<file path="config.mk">
export PLATFORM = sky130hd
export DESIGN_NAME = legendre_basis_evaluator_core_flat
export DESIGN_NICKNAME = d
export VERILOG_FILES = /design/src/hdl/lbe_pkg.sv /design/src/hdl/lbe_if.sv /design/src/hdl/lbe_mul.sv /design/src/hdl/legendre_basis_evaluator_core.sv /design/src/flat_wrapper.sv
export SDC_FILE = /design/constraint.sdc
export NUM_CORES = 2
export LEC_CHECK = 0
export BUFFER_PORTS_ARGS = -buffer_cell sky130_fd_sc_hd__buf_2
export CAP_MARGIN = 20
export CORE_MARGIN = 4
export CORE_UTILIZATION = 60
export CTS_BUF_LIST = sky130_fd_sc_hd__clkbuf_2
export DETAILED_ROUTE_END_ITERATION = 6
export PLACE_DENSITY_LB_ADDON = 0.2
export SLEW_MARGIN = 5
export SYNTH_ARGS = -nofsm -noshare
export SYNTH_HDL_FRONTEND = slang
export SYNTH_HIERARCHICAL = 1
export SYNTH_SLANG_ARGS = --single-unit
</file>
<file path="constraint.sdc">
create_clock -name clock -period 17.6 [get_ports clock]
set_clock_uncertainty 0.05 [all_clocks]
set_input_delay 3.52 -clock clock [delete_from_list [all_inputs] [get_ports clock]]
set_output_delay 3.52 -clock clock [all_outputs]
set_load 0.03 [all_outputs]
</file>
<file path="src/hdl/lbe_pkg.sv">
// Shared constants, coefficient tables and rounding helper of the Legendre basis evaluator.
`default_nettype none

package lbe_pkg;

   localparam int INDEX_W           = 5;
   localparam int X_W               = 32;
   localparam int VALUE_W           = 39;
   localparam int MODE_W            = 2;
   localparam int OPND_W            = 33;
   localparam int PROD_W            = 2 * OPND_W;
   localparam int COEF_W            = 32;
   localparam int CSR_INDEX_W       = 2;
   localparam int CSR_DATA_W        = 5;
   localparam int TERM_LAST         = 31;
   localparam int TABLE_DEPTH       = TERM_LAST + 1;
   localparam int MAX_ORDER_DEFAULT = 31;

   localparam logic [CSR_INDEX_W-1:0] CSR_MAX_ORDER = 2'd0;
   localparam logic [CSR_INDEX_W-1:0] CSR_NORM_MODE = 2'd1;

   localparam logic [MODE_W-1:0] NORM_STANDARD = 2'd0;
   localparam logic [MODE_W-1:0] NORM_ORTHO    = 2'd1;
   localparam logic [MODE_W-1:0] NORM_SQRT_MU  = 2'd2;

   localparam logic signed [X_W-1:0]    X_POS_MAX = 32'sd1073741824;
   localparam logic signed [X_W-1:0]    X_POS_MIN = -32'sd1073741824;
   localparam logic signed [OPND_W-1:0] ONE_Q30   = 33'sd1073741824;
   localparam logic signed [PROD_W-1:0] P_MAX     = 66'sd2147483648;
   localparam logic signed [PROD_W-1:0] P_MIN     = -66'sd2147483648;
   localparam logic signed [PROD_W-1:0] OUT_MAX   = 66'sd274877906943;
   localparam logic signed [PROD_W-1:0] OUT_MIN   = -66'sd274877906944;

   localparam int TABLE_A    = 0;
   localparam int TABLE_B    = 1;
   localparam int TABLE_SQRT = 2;

   typedef logic [COEF_W-1:0] coef_table_type [TABLE_DEPTH];

   function automatic logic [63:0] udiv64(input logic [63:0] num, input logic [63:0] den);
      logic [63:0] rem;
      logic [63:0] quo;
      rem = '0;
      quo = '0;
      for (int i = 63; i >= 0; i--) begin
         rem = {rem[62:0], num[i]};
         if (rem >= den) begin
            rem    = rem - den;
            quo[i] = 1'b1;
         end
      end
      return quo;
   endfunction

   function automatic logic [63:0] isqrt64(input logic [63:0] num);
      logic [63:0] n;
      logic [63:0] r;
      logic [63:0] b;
      n = num;
      r = '0;
      b = 64'd1 << 62;
      for (int i = 0; i < 32; i++) begin
         if (n >= r + b) begin
            n = n - (r + b);
            r = (r >> 1) + b;
         end else begin
            r = r >> 1;
         end
         b = b >> 2;
      end
      return r;
   endfunction

   function automatic coef_table_type build_table(input int sel);
      coef_table_type tbl;
      logic [63:0]    kk;
      logic [63:0]    tmp;
      for (int k = 0; k < TABLE_DEPTH; k++) begin
         kk = 64'(k);
         if (sel == TABLE_SQRT) begin
            tmp = isqrt64(((kk << 1) + 64'd1) << 55);
         end else if (k < 2) begin
            tmp = '0;
         end else if (sel == TABLE_A) begin
            tmp = udiv64((((kk << 1) - 64'd1) << 31) + kk, kk << 1);
         end else begin
            tmp = udiv64(((kk - 64'd1) << 31) + kk, kk << 1);
         end
         tbl[k] = tmp[COEF_W-1:0];
      end
      return tbl;
   endfunction

   localparam coef_table_type A_TABLE    = build_table(TABLE_A);
   localparam coef_table_type B_TABLE    = build_table(TABLE_B);
   localparam coef_table_type SQRT_TABLE = build_table(TABLE_SQRT);

   // Arithmetic right shift that rounds half away from zero.
   function automatic logic signed [PROD_W-1:0] round_shift(input logic signed [PROD_W-1:0] v,
                                                            input int s);
      logic signed [PROD_W-1:0] half;
      logic signed [PROD_W-1:0] sum;
      half = $signed(66'd1) <<< (s - 1);
      sum  = v + half - $signed({{(PROD_W-1){1'b0}}, v[PROD_W-1]});
      return sum >>> s;
   endfunction

   typedef struct packed {
      logic enable;
   } mul_ctrl_type;

endpackage

`default_nettype wire

</file>
<file path="src/hdl/lbe_if.sv">
// Channel interfaces of the Legendre basis evaluator: location words, result words, register writes.
`default_nettype none

interface lbe_req_if;
   logic                              valid;
   logic                              ready;
   logic signed [lbe_pkg::X_W-1:0]    x_pos;

   modport source (output valid, output x_pos, input ready);
   modport sink (input valid, input x_pos, output ready);
endinterface

interface lbe_rsp_if;
   logic                               valid;
   logic                               ready;
   logic [lbe_pkg::INDEX_W-1:0]        term_index;
   logic signed [lbe_pkg::VALUE_W-1:0] term_value;
   logic                               last_term;

   modport source (output valid, output term_index, output term_value, output last_term,
                   input ready);
   modport sink (input valid, input term_index, input term_value, input last_term,
                 output ready);
endinterface

interface lbe_csr_if;
   logic                              valid;
   logic                              ready;
   logic [lbe_pkg::CSR_INDEX_W-1:0]   index;
   logic [lbe_pkg::CSR_DATA_W-1:0]    data;

   modport source (output valid, output index, output data, input ready);
   modport sink (input valid, input index, input data, output ready);
endinterface

`default_nettype wire

</file>
<file path="src/hdl/lbe_mul.sv">
// Shared signed multiplier with a registered product.
`default_nettype none

module lbe_mul (
   input  wire logic                                clock,
   input  wire lbe_pkg::mul_ctrl_type               ctrl,
   input  wire logic signed [lbe_pkg::OPND_W-1:0]   op_a,
   input  wire logic signed [lbe_pkg::OPND_W-1:0]   op_b,
   output logic signed [lbe_pkg::PROD_W-1:0]        product_ff
);
   import lbe_pkg::*;

   logic signed [PROD_W-1:0] product_in;

   assign product_in = op_a * op_b;

   always_ff @(posedge clock) begin
      if (ctrl.enable) begin
         product_ff <= product_in;
      end
   end

endmodule

`default_nettype wire

</file>
<file path="src/hdl/legendre_basis_evaluator_core.sv">
// Top level of the Legendre basis evaluator: sequencer, recurrence registers and output word.
//
//   channel   direction   word contents
//   req_ch    in          x_pos (signed Q1.30 location)
//   rsp_ch    out         term_index, term_value (signed Q8.30), last_term
//   csr_ch    in          index, data (0 max_order, 1 norm_mode)
//
// Orders 0 and 1 use only the normalise multiply and emit steps; every higher order first runs
// x multiply, round, A multiply, B multiply, subtract and round, all on the one shared multiplier.
// The block takes a new location only when the previous one has sent its last word.
// A stalled result word holds the sequencer in its emit step; register writes are always taken.
// Reset is synchronous and returns both registers to zero and the sequencer to idle.
`default_nettype none

module legendre_basis_evaluator_core #(
   parameter int MAX_ORDER = lbe_pkg::MAX_ORDER_DEFAULT
) (
   input  wire logic  clock,
   input  wire logic  reset,
   lbe_req_if.sink    req_ch,
   lbe_rsp_if.source  rsp_ch,
   lbe_csr_if.sink    csr_ch
);
   import lbe_pkg::*;

   localparam int ORDER_CAP = (MAX_ORDER > TERM_LAST) ? TERM_LAST : MAX_ORDER;
   localparam logic [INDEX_W-1:0] ORDER_CAP_W = INDEX_W'(ORDER_CAP);

   localparam int STATE_W = 4;
   localparam logic [STATE_W-1:0] ST_IDLE  = 4'd0;
   localparam logic [STATE_W-1:0] ST_MUL_X = 4'd1;
   localparam logic [STATE_W-1:0] ST_RND_T = 4'd2;
   localparam logic [STATE_W-1:0] ST_MUL_A = 4'd3;
   localparam logic [STATE_W-1:0] ST_MUL_B = 4'd4;
   localparam logic [STATE_W-1:0] ST_SUB   = 4'd5;
   localparam logic [STATE_W-1:0] ST_RND_P = 4'd6;
   localparam logic [STATE_W-1:0] ST_MUL_N = 4'd7;
   localparam logic [STATE_W-1:0] ST_EMIT  = 4'd8;

   logic [STATE_W-1:0]       state_ff, state_in;
   logic [INDEX_W-1:0]       k_ff, k_in;
   logic [INDEX_W-1:0]       last_ff, last_in;
   logic [INDEX_W-1:0]       max_order_ff, max_order_in;
   logic [MODE_W-1:0]        norm_mode_ff, norm_mode_in;
   logic signed [X_W-1:0]    x_ff, x_in;
   logic signed [OPND_W-1:0] p_ff, p_in;
   logic signed [OPND_W-1:0] prev1_ff, prev1_in;
   logic signed [OPND_W-1:0] prev2_ff, prev2_in;
   logic signed [OPND_W-1:0] t_ff, t_in;
   logic signed [PROD_W-1:0] acc_ff, acc_in;
   logic                     rsp_valid_ff, rsp_valid_in;
   logic [INDEX_W-1:0]       rsp_index_ff, rsp_index_in;
   logic signed [VALUE_W-1:0] rsp_value_ff, rsp_value_in;
   logic                     rsp_last_ff, rsp_last_in;

   mul_ctrl_type             mul_ctrl;
   logic signed [OPND_W-1:0] op_a;
   logic signed [OPND_W-1:0] op_b;
   logic signed [PROD_W-1:0] product_ff;

   logic signed [X_W-1:0]    x_clamped;
   logic [INDEX_W-1:0]       last_order;
   logic signed [PROD_W-1:0] t_round;
   logic signed [PROD_W-1:0] p_round;
   logic signed [OPND_W-1:0] p_clamped;
   logic signed [PROD_W-1:0] norm_value;
   logic signed [VALUE_W-1:0] norm_sat;
   logic                     out_free;

   lbe_mul u_mul (
      .clock      (clock),
      .ctrl       (mul_ctrl),
      .op_a       (op_a),
      .op_b       (op_b),
      .product_ff (product_ff)
   );

   assign req_ch.ready = (state_ff == ST_IDLE);
   assign csr_ch.ready = 1'b1;

   assign rsp_ch.valid      = rsp_valid_ff;
   assign rsp_ch.term_index = rsp_index_ff;
   assign rsp_ch.term_value = rsp_value_ff;
   assign rsp_ch.last_term  = rsp_last_ff;

   assign out_free = !rsp_valid_ff || rsp_ch.ready;

   always_comb begin
      if (req_ch.x_pos > X_POS_MAX) begin
         x_clamped = X_POS_MAX;
      end else if (req_ch.x_pos < X_POS_MIN) begin
         x_clamped = X_POS_MIN;
      end else begin
         x_clamped = req_ch.x_pos;
      end
      last_order = (max_order_ff > ORDER_CAP_W) ? ORDER_CAP_W : max_order_ff;
   end

   always_comb begin
      t_round = round_shift(product_ff, 30);
      p_round = round_shift(acc_ff, 30);
      if (p_round > P_MAX) begin
         p_clamped = P_MAX[OPND_W-1:0];
      end else if (p_round < P_MIN) begin
         p_clamped = P_MIN[OPND_W-1:0];
      end else begin
         p_clamped = p_round[OPND_W-1:0];
      end
      case (norm_mode_ff)
         NORM_ORTHO:   norm_value = round_shift(product_ff, 1);
         NORM_SQRT_MU: norm_value = round_shift(product_ff, 28);
         default:      norm_value = PROD_W'(p_ff);
      endcase
      if (norm_value > OUT_MAX) begin
         norm_sat = OUT_MAX[VALUE_W-1:0];
      end else if (norm_value < OUT_MIN) begin
         norm_sat = OUT_MIN[VALUE_W-1:0];
      end else begin
         norm_sat = norm_value[VALUE_W-1:0];
      end
   end

   always_comb begin
      mul_ctrl.enable = 1'b0;
      op_a            = '0;
      op_b            = '0;
      unique case (state_ff)
         ST_MUL_X: begin
            mul_ctrl.enable = 1'b1;
            op_a            = OPND_W'(x_ff);
            op_b            = prev1_ff;
         end
         ST_MUL_A: begin
            mul_ctrl.enable = 1'b1;
            op_a            = $signed({1'b0, A_TABLE[k_ff]});
            op_b            = t_ff;
         end
         ST_MUL_B: begin
            mul_ctrl.enable = 1'b1;
            op_a            = $signed({1'b0, B_TABLE[k_ff]});
            op_b            = prev2_ff;
         end
         ST_MUL_N: begin
            mul_ctrl.enable = 1'b1;
            op_b            = p_ff;
            if (norm_mode_ff == NORM_SQRT_MU) begin
               op_a = $signed({1'b0, SQRT_TABLE[k_ff]});
            end else begin
               op_a = $signed({{(OPND_W-INDEX_W-1){1'b0}}, k_ff, 1'b1});
            end
         end
         default: begin
         end
      endcase
   end

   always_comb begin
      state_in     = state_ff;
      k_in         = k_ff;
      last_in      = last_ff;
      max_order_in = max_order_ff;
      norm_mode_in = norm_mode_ff;
      x_in         = x_ff;
      p_in         = p_ff;
      prev1_in     = prev1_ff;
      prev2_in     = prev2_ff;
      t_in         = t_ff;
      acc_in       = acc_ff;
      rsp_valid_in = rsp_valid_ff && !rsp_ch.ready;
      rsp_index_in = rsp_index_ff;
      rsp_value_in = rsp_value_ff;
      rsp_last_in  = rsp_last_ff;

      if (csr_ch.valid) begin
         unique case (csr_ch.index)
            CSR_MAX_ORDER: max_order_in = csr_ch.data[INDEX_W-1:0];
            CSR_NORM_MODE: norm_mode_in = csr_ch.data[MODE_W-1:0];
            default: begin
            end
         endcase
      end

      unique case (state_ff)
         ST_IDLE: begin
            if (req_ch.valid) begin
               x_in     = x_clamped;
               p_in     = ONE_Q30;
               prev1_in = '0;
               prev2_in = '0;
               k_in     = '0;
               last_in  = last_order;
               state_in = ST_MUL_N;
            end
         end
         ST_MUL_X: state_in = ST_RND_T;
         ST_RND_T: begin
            t_in     = t_round[OPND_W-1:0];
            state_in = ST_MUL_A;
         end
         ST_MUL_A: state_in = ST_MUL_B;
         ST_MUL_B: begin
            acc_in   = product_ff;
            state_in = ST_SUB;
         end
         ST_SUB: begin
            acc_in   = acc_ff - product_ff;
            state_in = ST_RND_P;
         end
         ST_RND_P: begin
            p_in     = p_clamped;
            state_in = ST_MUL_N;
         end
         ST_MUL_N: state_in = ST_EMIT;
         ST_EMIT: begin
            if (out_free) begin
               rsp_valid_in = 1'b1;
               rsp_index_in = k_ff;
               rsp_value_in = norm_sat;
               rsp_last_in  = (k_ff == last_ff);
               prev2_in     = prev1_ff;
               prev1_in     = p_ff;
               if (k_ff == last_ff) begin
                  state_in = ST_IDLE;
               end else begin
                  k_in = k_ff + INDEX_W'(1);
                  if (k_ff == '0) begin
                     p_in     = OPND_W'(x_ff);
                     state_in = ST_MUL_N;
                  end else begin
                     state_in = ST_MUL_X;
                  end
               end
            end
         end
         default: state_in = ST_IDLE;
      endcase
   end

   always_ff @(posedge clock) begin
      if (reset) begin
         state_ff     <= ST_IDLE;
         max_order_ff <= '0;
         norm_mode_ff <= NORM_STANDARD;
         rsp_valid_ff <= 1'b0;
      end else begin
         state_ff     <= state_in;
         max_order_ff <= max_order_in;
         norm_mode_ff <= norm_mode_in;
         rsp_valid_ff <= rsp_valid_in;
      end
   end

   always_ff @(posedge clock) begin
      k_ff         <= k_in;
      last_ff      <= last_in;
      x_ff         <= x_in;
      p_ff         <= p_in;
      prev1_ff     <= prev1_in;
      prev2_ff     <= prev2_in;
      t_ff         <= t_in;
      acc_ff       <= acc_in;
      rsp_index_ff <= rsp_index_in;
      rsp_value_ff <= rsp_value_in;
      rsp_last_ff  <= rsp_last_in;
   end

endmodule

`default_nettype wire

</file>
<file path="src/flat_wrapper.sv">
// flat-port wrapper written by rule: the top's interface ports become plain ports
module legendre_basis_evaluator_core_flat import lbe_pkg::*;
#(
   parameter int MAX_ORDER = lbe_pkg::MAX_ORDER_DEFAULT
)
  (clock, reset, req_ch_valid, req_ch_x_pos, req_ch_ready, rsp_ch_valid, rsp_ch_term_index, rsp_ch_term_value, rsp_ch_last_term, rsp_ch_ready, csr_ch_valid, csr_ch_index, csr_ch_data, csr_ch_ready);
  lbe_req_if req_ch_i ();
  lbe_rsp_if rsp_ch_i ();
  lbe_csr_if csr_ch_i ();
  input  wire logic clock;
  input  wire logic reset;
  input wire logic [$bits(req_ch_i.valid)-1:0] req_ch_valid;
  input wire logic [$bits(req_ch_i.x_pos)-1:0] req_ch_x_pos;
  output wire logic [$bits(req_ch_i.ready)-1:0] req_ch_ready;
  output wire logic [$bits(rsp_ch_i.valid)-1:0] rsp_ch_valid;
  output wire logic [$bits(rsp_ch_i.term_index)-1:0] rsp_ch_term_index;
  output wire logic [$bits(rsp_ch_i.term_value)-1:0] rsp_ch_term_value;
  output wire logic [$bits(rsp_ch_i.last_term)-1:0] rsp_ch_last_term;
  input wire logic [$bits(rsp_ch_i.ready)-1:0] rsp_ch_ready;
  input wire logic [$bits(csr_ch_i.valid)-1:0] csr_ch_valid;
  input wire logic [$bits(csr_ch_i.index)-1:0] csr_ch_index;
  input wire logic [$bits(csr_ch_i.data)-1:0] csr_ch_data;
  output wire logic [$bits(csr_ch_i.ready)-1:0] csr_ch_ready;
  assign req_ch_i.valid = req_ch_valid;
  assign req_ch_i.x_pos = req_ch_x_pos;
  assign req_ch_ready = req_ch_i.ready;
  assign rsp_ch_valid = rsp_ch_i.valid;
  assign rsp_ch_term_index = rsp_ch_i.term_index;
  assign rsp_ch_term_value = rsp_ch_i.term_value;
  assign rsp_ch_last_term = rsp_ch_i.last_term;
  assign rsp_ch_i.ready = rsp_ch_ready;
  assign csr_ch_i.valid = csr_ch_valid;
  assign csr_ch_i.index = csr_ch_index;
  assign csr_ch_i.data = csr_ch_data;
  assign csr_ch_ready = csr_ch_i.ready;
  legendre_basis_evaluator_core #(.MAX_ORDER(MAX_ORDER)) u_core (.clock(clock), .reset(reset), .req_ch(req_ch_i), .rsp_ch(rsp_ch_i), .csr_ch(csr_ch_i));
endmodule
</file>
==> out/qor.txt <==
first-pass GRT wire length: 367.5 mm
Post-CTS Resized: 0
die height: 348.6 um
fin crit share: 71.44%
Syn Nets: 9451
antenna viol nets, final: 0
Critical Path RT: 18.44 ns
initial DRC count: 6835
number of synthesized flops with an enable pin: 351
# rows: 124
crit-path max cell delay: 0.85 ns
failing checks: design-rule violations
min cycle time layout: 12.57 ns
CTS tree: yes
area growth from synthesis to layout: 3.730%
Detailed Place HPWL: 187.5 mm
Slew Limit Headroom: 16.51%
max_cap viols: 0
total CTS buffers: 91
crit path launch type: register
Synth Flop Type: edfxtp_1
fraction of registers with async set/reset: 0%
Min-Delay Path Class: reg2reg
YS warnings: 6
fmax: 0.07954 GHz
CTS root buf: clkbuf_2
status: finished, violations left
grt ovf: 0
Clock Tree Buf Depth: 3
Starting Density: 60.62%
Worst-path clk slew: 0.12 ns
largest net degree at the start of global routing: 88
area leader, netlist: fa_1
Vias/cell: 6.280
Die X: 348.6 um
Crit. End Element: register
All-Layer GR Usage: 40.32%
post-synth top area share: 32.96%
drc violations: 4
slack of the worst reg-to-reg path: 5.03 ns
Core Area: 114800 um^2
Hold-fix buffers, CTS: 0
syn avg cell area: 8.898 um^2
synthesized instance count: 7822
Net count, final: 9323
Die ar.: 121500 um^2
CP max-delay cell: clkinv_1
Netlist cell types: 103
synthesized cell area: 69600 um^2
via count: 58320
# IOs: 92
crit path capture: u_core/u_mul/product_ff[59]
Detailed Routing Iterations Pass 1: 7
r2r worst-path depth: 36
H-tree Lvls: 3
endpoints failing setup: 0
final WL: 242.8 mm
CTS sink count: 363
worst r2r src: u_core/k_ff[2]
RSZ-0062 raised after global routing: false
RePlAce Congestion: 1.062
Final Hold Vio Count: 0
Routed WL per cell: 26.14 um
worst-skew pair later-pin latency: 1.26 ns
IO buf count: 90
CP dominant cell by count: fa_1
layout filler cell count: 9952
vias in the first global route: 59074
antenna violations before repair: 13
Crit Path Class: reg2reg
CP arrival: 13.42 ns
total setup buffers inserted after CTS: 0
layout cells sized above 1: 6.051%
synth top area cells: fa_1 33%, edfxtp_1 15%, ha_1 7.9%, inv_1 7.3%, and2_1 5.5%
CP max FO: 60
Worst Setup SP: u_core/k_ff[2]
fin. max-slew vios: 0
post-route setup TNS: 0 ns
sequential share of the synthesized area: 15.49%
#FFs+latches synth: 363
Slew @ Worst Pin: 1.242 ns
Worst R2R End: u_core/u_mul/product_ff[59]
-- metal layers --
metal	GRT usage (%)	wire, um
met1	54.94	93940
met2	60.53	105800
met3	9.949	28020
met4	20.23	15020
met5	0	13
-- registers in the layout, indices dropped and copies added, names as in the netlist --
name and cells:
u_core/last_ff 5, u_core/u_mul/product_ff 66, u_core/k_ff 5, u_core/acc_ff 66, u_core/norm_mode_ff 2, u_core/t_ff 33, u_core/prev1_ff 33, u_core/max_order_ff 5
u_core/p_ff 33, u_core/rsp_ch.last_term 1, u_core/x_ff 32, u_core/rsp_ch.valid 1, u_core/state_ff 4, u_core/rsp_ch.term_value 39, u_core/prev2_ff 33, u_core/rsp_ch.term_index 5
-- synth_stat cells, types with 16 or more instances --
cell / instances
a211oi_1: 41
a21o_1: 120
a21oi_1: 419
a221oi_1: 19
a22oi_1: 101
a31oi_1: 39
and2_1: 613
and3_1: 96
buf_2: 34
clkbuf_1: 365
edfxtp_1: 351
fa_1: 1146
ha_1: 439
inv_1: 1355
nand2_1: 937
nand2b_1: 47
nand3_1: 81
nand4_1: 71
nor2_1: 291
nor2b_1: 42
nor3_1: 71
nor4_1: 24
o211ai_1: 28
o21a_1: 34
o21ai_0: 300
o21ai_2: 21
o21bai_1: 54
o31ai_1: 30
or3_1: 16
xnor2_1: 191
xor2_1: 117
-- how the worst min path moves through the flow --
stage                     slack, ns  cells past startpoint                    from                           to
after floorplan                0.37                      0          u_core/k_ff[3]  u_core/rsp_ch.term_index[3]
after global placement         0.36                      0  u_core/max_order_ff[4]            u_core/last_ff[4]
after detailed placement       0.37                      0  u_core/max_order_ff[1]            u_core/last_ff[1]
after CTS                      0.40                      0  u_core/max_order_ff[4]            u_core/last_ff[4]
after global routing           0.39                      0  u_core/max_order_ff[4]            u_core/last_ff[4]
final                          0.40                      0  u_core/max_order_ff[4]            u_core/last_ff[4]
-- cell type report --
| class | instances | area, um^2 | share of cell area (%) |
|---|---|---|---|
| Multi-Input combinational cell | 5682 | 52230 | 72.34 |
| Sequential cell | 363 | 10780 | 14.93 |
| Inverter | 1356 | 5090 | 7.050 |
| Tap cell | 1512 | 1892 | 2.620 |
| Timing Repair Buffer | 200 | 1280 | 1.773 |
| Clock buffer | 124 | 620.6 | 0.8596 |
| Clock inverter | 42 | 285.3 | 0.3951 |
| Antenna cell | 8 | 20.02 | 0.02773 |
-- placed cells by master (no fill, tap or decap), types with 19 or more instances in the layout --
cell type	count
a211oi_1	41
a21o_1	120
a21oi_1	419
a221oi_1	19
a22oi_1	101
a31oi_1	39
and2_1	612
and3_1	96
buf_2	90
buf_4	106
clkbuf_2	124
clkinv_1	21
edfxtp_1	351
fa_1	1146
ha_1	437
inv_1	1355
nand2_1	923
nand2b_1	47
nand3_1	81
nand4_1	71
nor2_1	286
nor2b_1	42
nor3_1	67
nor4_1	24
o211ai_1	28
o21a_1	34
o21ai_0	290
o21ai_2	31
o21bai_1	54
o31ai_1	30
xnor2_1	191
xor2_1	117
-- worst max-delay path, delay by kind of cell (launching register included) --
kind,cells,cell delay (ns)
fa+ha+maj,10,5.12
compound gates,13,3.79
buf+inv,9,2.02
simple gates,3,0.73
flops,1,0.35
xor+xnor,1,0.08
-- cells by family (layout without fill, tap and decap cells) --
family,Yosys count,in the layout,synth area share (%)
xor gates and xnor gates,308,308,3.876
AOI/OAI and AO/OA,1401,1401,12.96
other,1,9,0.005388
adders and majority gates,1585,1585,40.85
and+or+nand+nor,2368,2368,16.82
DFF,363,363,15.49
buffers and inverters,1777,1722,9.695
muxes,19,19,0.3038
-- through the flow --
| stage | setup WS (ns) | std cells | area [um^2] | hold slack (ns) | utilization, % |
|---|---|---|---|---|---|
| after floorplan | 7.761 | 7822 | 69600 | 0.3744 | - |
| after global placement | 5.257 | 9109 | 71240 | 0.3608 | 62.05 |
| after detailed placement | 5.103 | 9109 | 71240 | 0.3704 | 62.05 |
| after CTS | 4.938 | 9275 | 72150 | 0.3960 | 62.84 |
| after global routing | 4.718 | 9282 | 72190 | 0.3944 | 62.87 |
| final | 5.027 | 9287 | 72200 | 0.4008 | 62.89 |
Power is not shown: default switching activity piles up to over one toggle a cycle in this logic, so the estimate is an artifact.
